===== config.mk =====
export PLATFORM = sky130hd
export DESIGN_NAME = tape_record_deframer_flat
export DESIGN_NICKNAME = d
export VERILOG_FILES = /design/src/sv/trd_pkg.sv /design/src/sv/trd_stream_if.sv /design/src/sv/tape_record_deframer.sv /design/src/sv/trd_front.sv /design/src/sv/trd_back.sv /design/src/flat_wrapper.sv
export SDC_FILE = /design/constraint.sdc
export NUM_CORES = 1
export LEC_CHECK = 0
export BUFFER_PORTS_ARGS = -buffer_cell sky130_fd_sc_hd__buf_2
export CAP_MARGIN = 20
export CORE_AREA = 2 2 204 206
export DETAILED_ROUTE_END_ITERATION = 8
export DIE_AREA = 0 0 206 208
export HOLD_SLACK_MARGIN = 0.15
export PLACE_DENSITY = 0.57
export SYNTH_ARGS = -nofsm -noshare
export SYNTH_HDL_FRONTEND = slang
export SYNTH_SLANG_ARGS = --single-unit

===== constraint.sdc =====
create_clock -name clock -period 10.5 [get_ports clock]
set_clock_uncertainty 0.15 [all_clocks]
set_input_delay 2.1 -clock clock [delete_from_list [all_inputs] [get_ports clock]]
set_output_delay 2.1 -clock clock [all_outputs]
set_load 0.005 [all_outputs]

===== src/sv/trd_pkg.sv =====
// Shared types, codes and helpers for the tape record deframer.
// No dependencies; every other file of the block but trd_stream_if imports this package.
`default_nettype none
package trd_pkg;

   localparam int NAME_BYTES_DEFAULT = 16;
   localparam int FINAL_BIT_DEFAULT  = 31;
   localparam int WORD_BYTES         = 4;

   localparam logic       OP_START = 1'b0;
   localparam logic [1:0] ST_READY = 2'd0;
   localparam logic [1:0] ST_EMPTY = 2'd1;

   localparam logic [1:0] RC_OK    = 2'd0;
   localparam logic [1:0] RC_EMPTY = 2'd1;
   localparam logic [1:0] RC_ERROR = 2'd2;

   typedef struct packed {
      logic       operation;
      logic [1:0] drive_status;
      logic [7:0] data_byte;
   } req_payload_type;

   typedef struct packed {
      logic        write_valid;
      logic        in_symbols;
      logic [31:0] write_address;
      logic [7:0]  write_byte;
      logic        load_done;
      logic [1:0]  result_code;
      logic [31:0] start_address;
      logic        final_section;
      logic        release_drive;
      logic [30:0] loaded_length;
   } rsp_payload_type;

   typedef enum logic [1:0] {
      CMD_START,
      CMD_BYTE,
      CMD_FAULT
   } cmd_kind_type;

   typedef struct packed {
      cmd_kind_type kind;
      logic [1:0]   code;
      logic [7:0]   data;
   } cmd_type;

   // clear the final-block flag, then clamp to 31 bits
   function automatic logic [30:0] length_of(input logic [31:0] word,
                                             input int unsigned final_bit);
      logic [31:0] cleared;
      cleared = word & ~(32'd1 << final_bit);
      return cleared[31] ? {31{1'b1}} : cleared[30:0];
   endfunction

endpackage
`default_nettype wire


===== src/sv/trd_stream_if.sv =====
// Valid/ready stream interface carrying one payload beat per handshake.
// Payload type is set per instance; used with trd_pkg payload structs.
`default_nettype none
interface trd_stream_if #(
   parameter type payload_type = logic
);
   logic        valid;
   logic        ready;
   payload_type payload;

   modport source (output valid, output payload, input ready);
   modport sink   (input valid, input payload, output ready);
endinterface
`default_nettype wire


===== src/sv/tape_record_deframer.sv =====
// Top level of the tape record deframer: front queue plus parser back end.
// Depends on trd_pkg, trd_stream_if, trd_front and trd_back.
//
//   channel   direction  payload            beat
//   req_chan  in         req_payload_type   one drive response or start
//   rsp_chan  out        rsp_payload_type   one result per request beat
//
// One request beat per cycle sustained while the result channel is ready; each result
// passes through a queue slot, then the result register.
// A 2-entry queue parts the two sides; req ready drops only when it is full.
// Synchronous active-high reset empties the queue and returns the parser to idle.
`default_nettype none
module tape_record_deframer #(
   parameter int NAME_BYTES = trd_pkg::NAME_BYTES_DEFAULT,
   parameter int FINAL_BIT  = trd_pkg::FINAL_BIT_DEFAULT
) (
   input  wire logic     clock,
   input  wire logic     reset,
   trd_stream_if.sink    req_chan,
   trd_stream_if.source  rsp_chan
);
   import trd_pkg::*;

   cmd_type cmd;
   logic    cmd_valid;
   logic    cmd_ready;

   trd_front u_front (
      .clock     (clock),
      .reset     (reset),
      .req_chan  (req_chan),
      .cmd       (cmd),
      .cmd_valid (cmd_valid),
      .cmd_ready (cmd_ready)
   );

   trd_back #(
      .NAME_BYTES (NAME_BYTES),
      .FINAL_BIT  (FINAL_BIT)
   ) u_back (
      .clock     (clock),
      .reset     (reset),
      .cmd       (cmd),
      .cmd_valid (cmd_valid),
      .cmd_ready (cmd_ready),
      .rsp_chan  (rsp_chan)
   );

endmodule
`default_nettype wire


===== src/sv/trd_front.sv =====
// Front end: accepts drive beats, classifies them and queues them.
// Depends on trd_pkg and trd_stream_if.
`default_nettype none
module trd_front (
   input  wire logic          clock,
   input  wire logic          reset,
   trd_stream_if.sink         req_chan,
   output trd_pkg::cmd_type   cmd,
   output logic               cmd_valid,
   input  wire logic          cmd_ready
);
   import trd_pkg::*;

   cmd_type     slot_ff [2];
   logic        wr_ptr_ff, wr_ptr_in;
   logic        rd_ptr_ff, rd_ptr_in;
   logic [1:0]  count_ff, count_in;
   cmd_type     classified;
   logic        push, pop;

   always_comb begin
      classified.data = req_chan.payload.data_byte;
      classified.code = RC_OK;
      if (req_chan.payload.operation == OP_START) begin
         classified.kind = CMD_START;
      end else if (req_chan.payload.drive_status == ST_READY) begin
         classified.kind = CMD_BYTE;
      end else begin
         classified.kind = CMD_FAULT;
         classified.code = (req_chan.payload.drive_status == ST_EMPTY) ? RC_EMPTY : RC_ERROR;
      end
   end

   assign req_chan.ready = (count_ff != 2'd2);
   assign push           = req_chan.valid && req_chan.ready;
   assign cmd_valid      = (count_ff != 2'd0);
   assign pop            = cmd_valid && cmd_ready;
   assign cmd            = slot_ff[rd_ptr_ff];

   always_comb begin
      wr_ptr_in = push ? ~wr_ptr_ff : wr_ptr_ff;
      rd_ptr_in = pop ? ~rd_ptr_ff : rd_ptr_ff;
      count_in  = count_ff + 2'(push) - 2'(pop);
   end

   always_ff @(posedge clock) begin
      if (push) begin
         slot_ff[wr_ptr_ff] <= classified;
      end
   end

   always_ff @(posedge clock) begin
      if (reset) begin
         wr_ptr_ff <= 1'b0;
         rd_ptr_ff <= 1'b0;
         count_ff  <= 2'd0;
      end else begin
         wr_ptr_ff <= wr_ptr_in;
         rd_ptr_ff <= rd_ptr_in;
         count_ff  <= count_in;
      end
   end

endmodule
`default_nettype wire


===== src/sv/trd_back.sv =====
// Back end: record parser state machine and registered result beat.
// Depends on trd_pkg and trd_stream_if.
`default_nettype none
module trd_back #(
   parameter int NAME_BYTES = trd_pkg::NAME_BYTES_DEFAULT,
   parameter int FINAL_BIT  = trd_pkg::FINAL_BIT_DEFAULT
) (
   input  wire logic              clock,
   input  wire logic              reset,
   input  wire trd_pkg::cmd_type  cmd,
   input  wire logic              cmd_valid,
   output logic                   cmd_ready,
   trd_stream_if.source           rsp_chan
);
   import trd_pkg::*;

   localparam logic [5:0] NAME_LAST = 6'(NAME_BYTES - 1);
   localparam logic [4:0] WORD_LAST = 5'(WORD_BYTES - 1);

   typedef enum logic [2:0] {
      PH_IDLE, PH_ENTRY, PH_NAME, PH_LOAD, PH_DLEN, PH_DATA, PH_SLEN, PH_SYMS
   } phase_type;

   phase_type       phase_ff, phase_in;
   logic [4:0]      index_ff, index_in;
   logic [31:0]     shift_ff, shift_in;
   logic [31:0]     entry_ff, entry_in;
   logic [31:0]     base_ff, base_in;
   logic [30:0]     remain_ff, remain_in;
   logic [30:0]     count_ff, count_in;
   logic            final_ff, final_in;
   logic            rsp_valid_ff, rsp_valid_in;
   rsp_payload_type rsp_ff, rsp_in;
   logic            step;

   assign cmd_ready        = !rsp_valid_ff || rsp_chan.ready;
   assign step             = cmd_valid && cmd_ready;
   assign rsp_chan.valid   = rsp_valid_ff;
   assign rsp_chan.payload = rsp_ff;

   always_comb begin
      logic [31:0] shifted;
      logic        word_done;
      logic [30:0] len;
      shifted   = {shift_ff[23:0], cmd.data};
      word_done = (index_ff == WORD_LAST);
      len       = length_of(shifted, FINAL_BIT);

      phase_in  = phase_ff;
      index_in  = index_ff;
      shift_in  = shift_ff;
      entry_in  = entry_ff;
      base_in   = base_ff;
      remain_in = remain_ff;
      count_in  = count_ff;
      final_in  = final_ff;
      rsp_in    = '0;

      unique case (cmd.kind)
         CMD_START: begin
            phase_in  = PH_ENTRY;
            index_in  = '0;
            shift_in  = '0;
            entry_in  = '0;
            base_in   = '0;
            remain_in = '0;
            count_in  = '0;
            final_in  = 1'b0;
         end
         CMD_FAULT: begin
            if (phase_ff != PH_IDLE) begin
               rsp_in.load_done   = 1'b1;
               rsp_in.result_code = cmd.code;
               phase_in           = PH_IDLE;
            end
         end
         default: begin
            unique case (phase_ff) inside
               PH_IDLE: begin
               end
               PH_ENTRY, PH_LOAD, PH_DLEN, PH_SLEN: begin
                  shift_in = shifted;
                  index_in = index_ff + 5'd1;
                  if (word_done) begin
                     index_in = '0;
                     shift_in = '0;
                     unique case (phase_ff)
                        PH_ENTRY: begin
                           entry_in = shifted;
                           phase_in = PH_NAME;
                        end
                        PH_LOAD: begin
                           base_in  = shifted;
                           phase_in = PH_DLEN;
                        end
                        PH_DLEN: begin
                           final_in  = shifted[FINAL_BIT];
                           remain_in = len;
                           phase_in  = (len != '0) ? PH_DATA : PH_SLEN;
                        end
                        default: begin
                           remain_in = len;
                           if (len != '0) begin
                              phase_in = PH_SYMS;
                           end else begin
                              rsp_in.load_done = 1'b1;
                              phase_in         = PH_IDLE;
                           end
                        end
                     endcase
                  end
               end
               PH_NAME: begin
                  index_in = index_ff + 5'd1;
                  if (index_ff == NAME_LAST[4:0]) begin
                     index_in = '0;
                     phase_in = PH_LOAD;
                  end
               end
               PH_DATA: begin
                  rsp_in.write_valid   = 1'b1;
                  rsp_in.write_address = base_ff + {1'b0, count_ff};
                  rsp_in.write_byte    = cmd.data;
                  count_in             = count_ff + 31'd1;
                  remain_in            = remain_ff - 31'd1;
                  if (remain_ff == 31'd1) begin
                     phase_in = PH_SLEN;
                  end
               end
               default: begin
                  rsp_in.write_valid   = 1'b1;
                  rsp_in.in_symbols    = 1'b1;
                  rsp_in.write_address = shift_ff;
                  rsp_in.write_byte    = cmd.data;
                  shift_in             = shift_ff + 32'd1;
                  remain_in            = remain_ff - 31'd1;
                  if (remain_ff == 31'd1) begin
                     rsp_in.load_done = 1'b1;
                     phase_in         = PH_IDLE;
                  end
               end
            endcase
            if (rsp_in.load_done) begin
               rsp_in.start_address = entry_ff;
               rsp_in.release_drive = final_ff;
            end
         end
      endcase

      rsp_in.final_section = final_in;
      rsp_in.loaded_length = count_in;
      rsp_valid_in = step ? 1'b1 : (rsp_chan.ready ? 1'b0 : rsp_valid_ff);
   end

   always_ff @(posedge clock) begin
      if (step) begin
         rsp_ff <= rsp_in;
      end
   end

   always_ff @(posedge clock) begin
      if (reset) begin
         phase_ff     <= PH_IDLE;
         index_ff     <= '0;
         shift_ff     <= '0;
         entry_ff     <= '0;
         base_ff      <= '0;
         remain_ff    <= '0;
         count_ff     <= '0;
         final_ff     <= 1'b0;
         rsp_valid_ff <= 1'b0;
      end else begin
         rsp_valid_ff <= rsp_valid_in;
         if (step) begin
            phase_ff  <= phase_in;
            index_ff  <= index_in;
            shift_ff  <= shift_in;
            entry_ff  <= entry_in;
            base_ff   <= base_in;
            remain_ff <= remain_in;
            count_ff  <= count_in;
            final_ff  <= final_in;
         end
      end
   end

endmodule
`default_nettype wire


===== src/flat_wrapper.sv =====
// flat-port wrapper written by rule: the top's interface ports become plain ports
module tape_record_deframer_flat import trd_pkg::*;
#(
   parameter int NAME_BYTES = trd_pkg::NAME_BYTES_DEFAULT,
   parameter int FINAL_BIT  = trd_pkg::FINAL_BIT_DEFAULT
)
  (clock, reset, req_chan_valid, req_chan_payload, req_chan_ready, rsp_chan_valid, rsp_chan_payload, rsp_chan_ready);
  trd_stream_if #(.payload_type(req_payload_type)) req_chan_i ();
  trd_stream_if #(.payload_type(rsp_payload_type)) rsp_chan_i ();
  input  wire logic clock;
  input  wire logic reset;
  input wire logic [$bits(req_chan_i.valid)-1:0] req_chan_valid;
  input wire logic [$bits(req_chan_i.payload)-1:0] req_chan_payload;
  output wire logic [$bits(req_chan_i.ready)-1:0] req_chan_ready;
  output wire logic [$bits(rsp_chan_i.valid)-1:0] rsp_chan_valid;
  output wire logic [$bits(rsp_chan_i.payload)-1:0] rsp_chan_payload;
  input wire logic [$bits(rsp_chan_i.ready)-1:0] rsp_chan_ready;
  assign req_chan_i.valid = req_chan_valid;
  assign req_chan_i.payload = req_chan_payload;
  assign req_chan_ready = req_chan_i.ready;
  assign rsp_chan_valid = rsp_chan_i.valid;
  assign rsp_chan_payload = rsp_chan_i.payload;
  assign rsp_chan_i.ready = rsp_chan_ready;
  tape_record_deframer #(.NAME_BYTES(NAME_BYTES), .FINAL_BIT(FINAL_BIT)) u_core (.clock(clock), .reset(reset), .req_chan(req_chan_i), .rsp_chan(rsp_chan_i));
endmodule

==> run_results.csv <==
group,metric,value,unit
grt,track_usage,22.3,%
clock_network,postCtsHoldBufs,0,
die,core,0.0406,mm^2
yosys,yosysWarningCount,0,
drt,drtAntennaViolNets,0,
sta,fin_setup_tns,0,ns
setup_path,worstPathRequired,10.81,ns
cells_and_area,drive_gt1_share,12.7,%
setup_path,start_kind,"input port",
sta,post-route-period-util,50.0,%
grt,grt_max_degree,86,
setup_path,worstSetupEndpointType,"register",
die,fp.dieW,206,um
drt,drcViolationCount,0,
yosys,async_flop_share,0,%
worst_hold_path,hold_path.class,"register to register",
setup_path,cp_max_fo,59,
placement,gp_congestion,0.898,
grt,grt-ovfl-total,0,
grt,grt_pass1_wl,75.7,mm
cells_and_area,antenna_cells,0,
cells_and_area,area.sequential,0.00749,mm^2
sta,period_needed,5.25,ns
drt,vias,14323,
die,ioPinCount,127,
die,fp.dieH,208,um
sta,hold_viol_final,0,
sta,slew_headroom,21.5,%
yosys,synthesis.nets,1911,
die,dieArea,0.0428,mm^2
clock_network,clk_transition_reported_paths,0.06,ns
clock_network,ctsResizeCount,0,
power,powerDensity,247,mW/mm^2
sta,worstMarginPinSlew,1.17,ns
grt,antenna_found_initial,1,
clock_network,clk_path_buf_depth,3,
yosys,avgSynthCellArea,8.70,um^2
clock_network,clk_latency,0.56,ns
setup_path,r2r-end,"u_core.u_back.remain_ff[0]$_SDFFE_PP0P_",
yosys,yosys_most_used_dff,"dfxtp_1",
drt,firstDrtPassIters,6,
clock_network,clock-sinks,307,
cells_and_area,nNetsFinal,1966,
drt,wl,48.3,mm
yosys,synth-edff-count,134,
yosys,synth_cell_types,82,
sta,slew_viol_final,0,
clock_network,numCtsBuffers,35,
sta,setup_violations,0,
yosys,yosysTopAreaCellShare,24.9,%
drt,wl_per_cell,19.6,um
cells_and_area,final_util,45.3,%
status,status,"complete, no violations",
grt,grt_pass1_vias,13330,
clock_network,postCtsSetupBuffers,0,
power,ir_worst_vdd,118,uV
placement,port_buffers,126,
yosys,synth_area,0.0161,mm^2
worst_hold_path,holdPathStages,2,
setup_path,worstSetupPathType,"input port to register",
clock_network,htreeDepth,2,
yosys,ys_ff_latch,307,
yosys,yosysTopAreaCell,"edfxtp_1",
cells_and_area,multi_input_area,0.00802,mm^2
placement,dp_hpwl,33.2,mm
setup_path,r2r_cells,7,
drt,avgViaCountPerCell,5.80,
worst_hold_path,hp-start,"u_core.u_back.entry_ff[23]$_SDFFE_PP0P_",
sta,max_freq,0.190,GHz
job,drv_cap,0,
clock_network,clk_root_buffer_cell,"clkbuf_16",
setup_path,reg2reg_slack,6.36,ns
cells_and_area,fillers,4030,
yosys,synth_cells,1854,
setup_path,critPathArrivalTime,5.57,ns
power,power.leakage,6.65,nW
worst_hold_path,holdPathEnd,"u_core.u_back.entry_ff[23]$_SDFFE_PP0P_",
clock_network,tritoncts,"yes",
yosys,synthTopCellsByArea,"edfxtp_1, dfxtp_1, nand2_1",
die,rows,74,
drt,drt_iter0_markers,1211,
yosys,yosysSeqAreaShare,46.4,%
sta,grt_setup_unrepaired,"no",
cells_and_area,area_growth,13.9,%
die,initial_core_util,39.8,%
==> synthesized netlist by cell type (7+ instances only) <==
master / number
inv_1: 26
buf_1: 7
xnor2_1: 21
ha_1: 41
dfxtp_1: 173
o21ai_0: 135
nor3_1: 48
a31oi_1: 30
buf_2: 7
nand2_1: 246
o211ai_1: 10
mux2i_1: 19
or3_1: 27
xor2_1: 25
and3_1: 15
nand3_1: 110
nand4_1: 28
nand2b_1: 7
clkbuf_1: 114
and2_1: 44
nor2_1: 155
o31ai_1: 16
a211oi_1: 8
nor2b_1: 11
edfxtp_1: 134
a21oi_1: 179
o21a_1: 10
a21o_1: 12
and4_1: 11
a311oi_1: 14
o22ai_1: 10
nor4_1: 17
a22oi_1: 24
or4_1: 13
==> layout make-up <==
class | instances | share of cell area (%)
Tap cell | 532 | 3.62
Inverter | 27 | 0.579
Timing Repair Buffer | 155 | 4.90
Clock inverter | 23 | 1.57
Sequential cell | 307 | 40.7
Clock buffer | 41 | 4.94
Multi-Input combinational cell | 1383 | 43.6
==> worst max-delay path, cell delays in order <==
cell,delay [ns]
buf_2,0.07
nand2b_1,0.13
o21ai_2,0.06
buf_4,0.24
inv_6,0.40
nand2_1,0.42
a211o_1,0.67
nor2_1,1.02
a21oi_1,0.13
a311oi_1,0.27
==> sequential cells by signal, indices dropped and copies added (netlist names), named ones only <==
name,flops
u_core.u_front.count_ff,2
u_core.u_front.rd_ptr_ff,1
u_core.u_back.base_ff,32
u_core.u_back.rsp_chan.valid,1
u_core.u_back.entry_ff,32
u_core.u_back.count_ff,31
u_core.u_back.phase_ff,3
u_core.u_back.rsp_chan.payload,110
u_core.u_back.shift_ff,32
u_core.u_back.remain_ff,31
u_core.u_back.index_ff,5
u_core.u_front.wr_ptr_ff,1
u_core.u_front.slot_ff,24
u_core.u_back.final_ff,1
==> power by group <==
part	switching [W]	leakage (nW)	internal, W
registers	0.000153	2.71	0.00154
logic	0.00104	3.35	0.000520
clock network	0.000515	0.588	0.000774
total	0.00171	6.65	0.00283
==> worst max path at each step <==
| stage | from | end | slack (ns) | cells past startpoint |
|---|---|---|---|---|
| floorplan | rsp_chan_ready | u_core.u_front.count_ff[1]$_SDFF_PP0_ | 3.35 | 10 |
| global placement | rsp_chan_ready | u_core.u_back.remain_ff[0]$_SDFFE_PP0P_ | 4.79 | 10 |
| detailed placement | rsp_chan_ready | u_core.u_back.remain_ff[0]$_SDFFE_PP0P_ | 4.71 | 10 |
| CTS | rsp_chan_ready | u_core.u_back.remain_ff[0]$_SDFFE_PP0P_ | 5.29 | 10 |
| global route | rsp_chan_ready | u_core.u_back.remain_ff[4]$_SDFFE_PP0P_ | 4.99 | 10 |
| finish | rsp_chan_ready | u_core.u_back.remain_ff[0]$_SDFFE_PP0P_ | 5.25 | 10 |
==> layer usage <==
| metal | up-vias | GRT usage, % | part of all wire [%] |
|---|---|---|---|
| li1 | 6897 | - | - |
| met1 | 6814 | 29.8 | 43 |
| met2 | 511 | 35.8 | 47 |
| met3 | 99 | 4.24 | 6.8 |
| met4 | 2 | 8.30 | 3.1 |
| met5 | - | 0 | 0.023 |
==> through the flow <==
stage	hold WS [ns]	worst slack (ns)	power [W]	instances	area, um^2
floorplan	0.282	3.35	0.00274	1854	16100
global placement	0.292	4.79	0.00323	2400	17100
detailed placement	0.292	4.71	0.00326	2402	17100
CTS	0.301	5.29	0.00456	2466	18300
global route	0.322	4.99	0.00482	2468	18400
finish	0.300	5.25	0.00455	2468	18400
==> logic make-up after synthesis <==
logic type | share of synthesized area [%]
XOR/XNOR | 2.50
flip-flops | 46.4
multiplexers | 1.32
adder cells (fa/ha/maj) | 3.30
AND/OR/NAND/NOR | 23.3
buffers and inverters | 4.30
AO/OA/AOI/OAI | 18.8
==> placed cells by master (no fill, tap or decap), types with 19 or more instances in the layout <==
cell and instances:
a21oi_1 177, a22oi_1 24, a31oi_1 30, and2_1 44, buf_2 125, buf_4 26
clkbuf_16 35, dfxtp_1 173, edfxtp_1 134, ha_1 41, inv_1 26, mux2i_1 19
nand2_1 246, nand3_1 110, nand4_1 28, nor2_1 155, nor3_1 48, o21ai_0 134
or3_1 27, xnor2_1 20, xor2_1 24
Note: power is estimated with default switching activity, not from simulation.
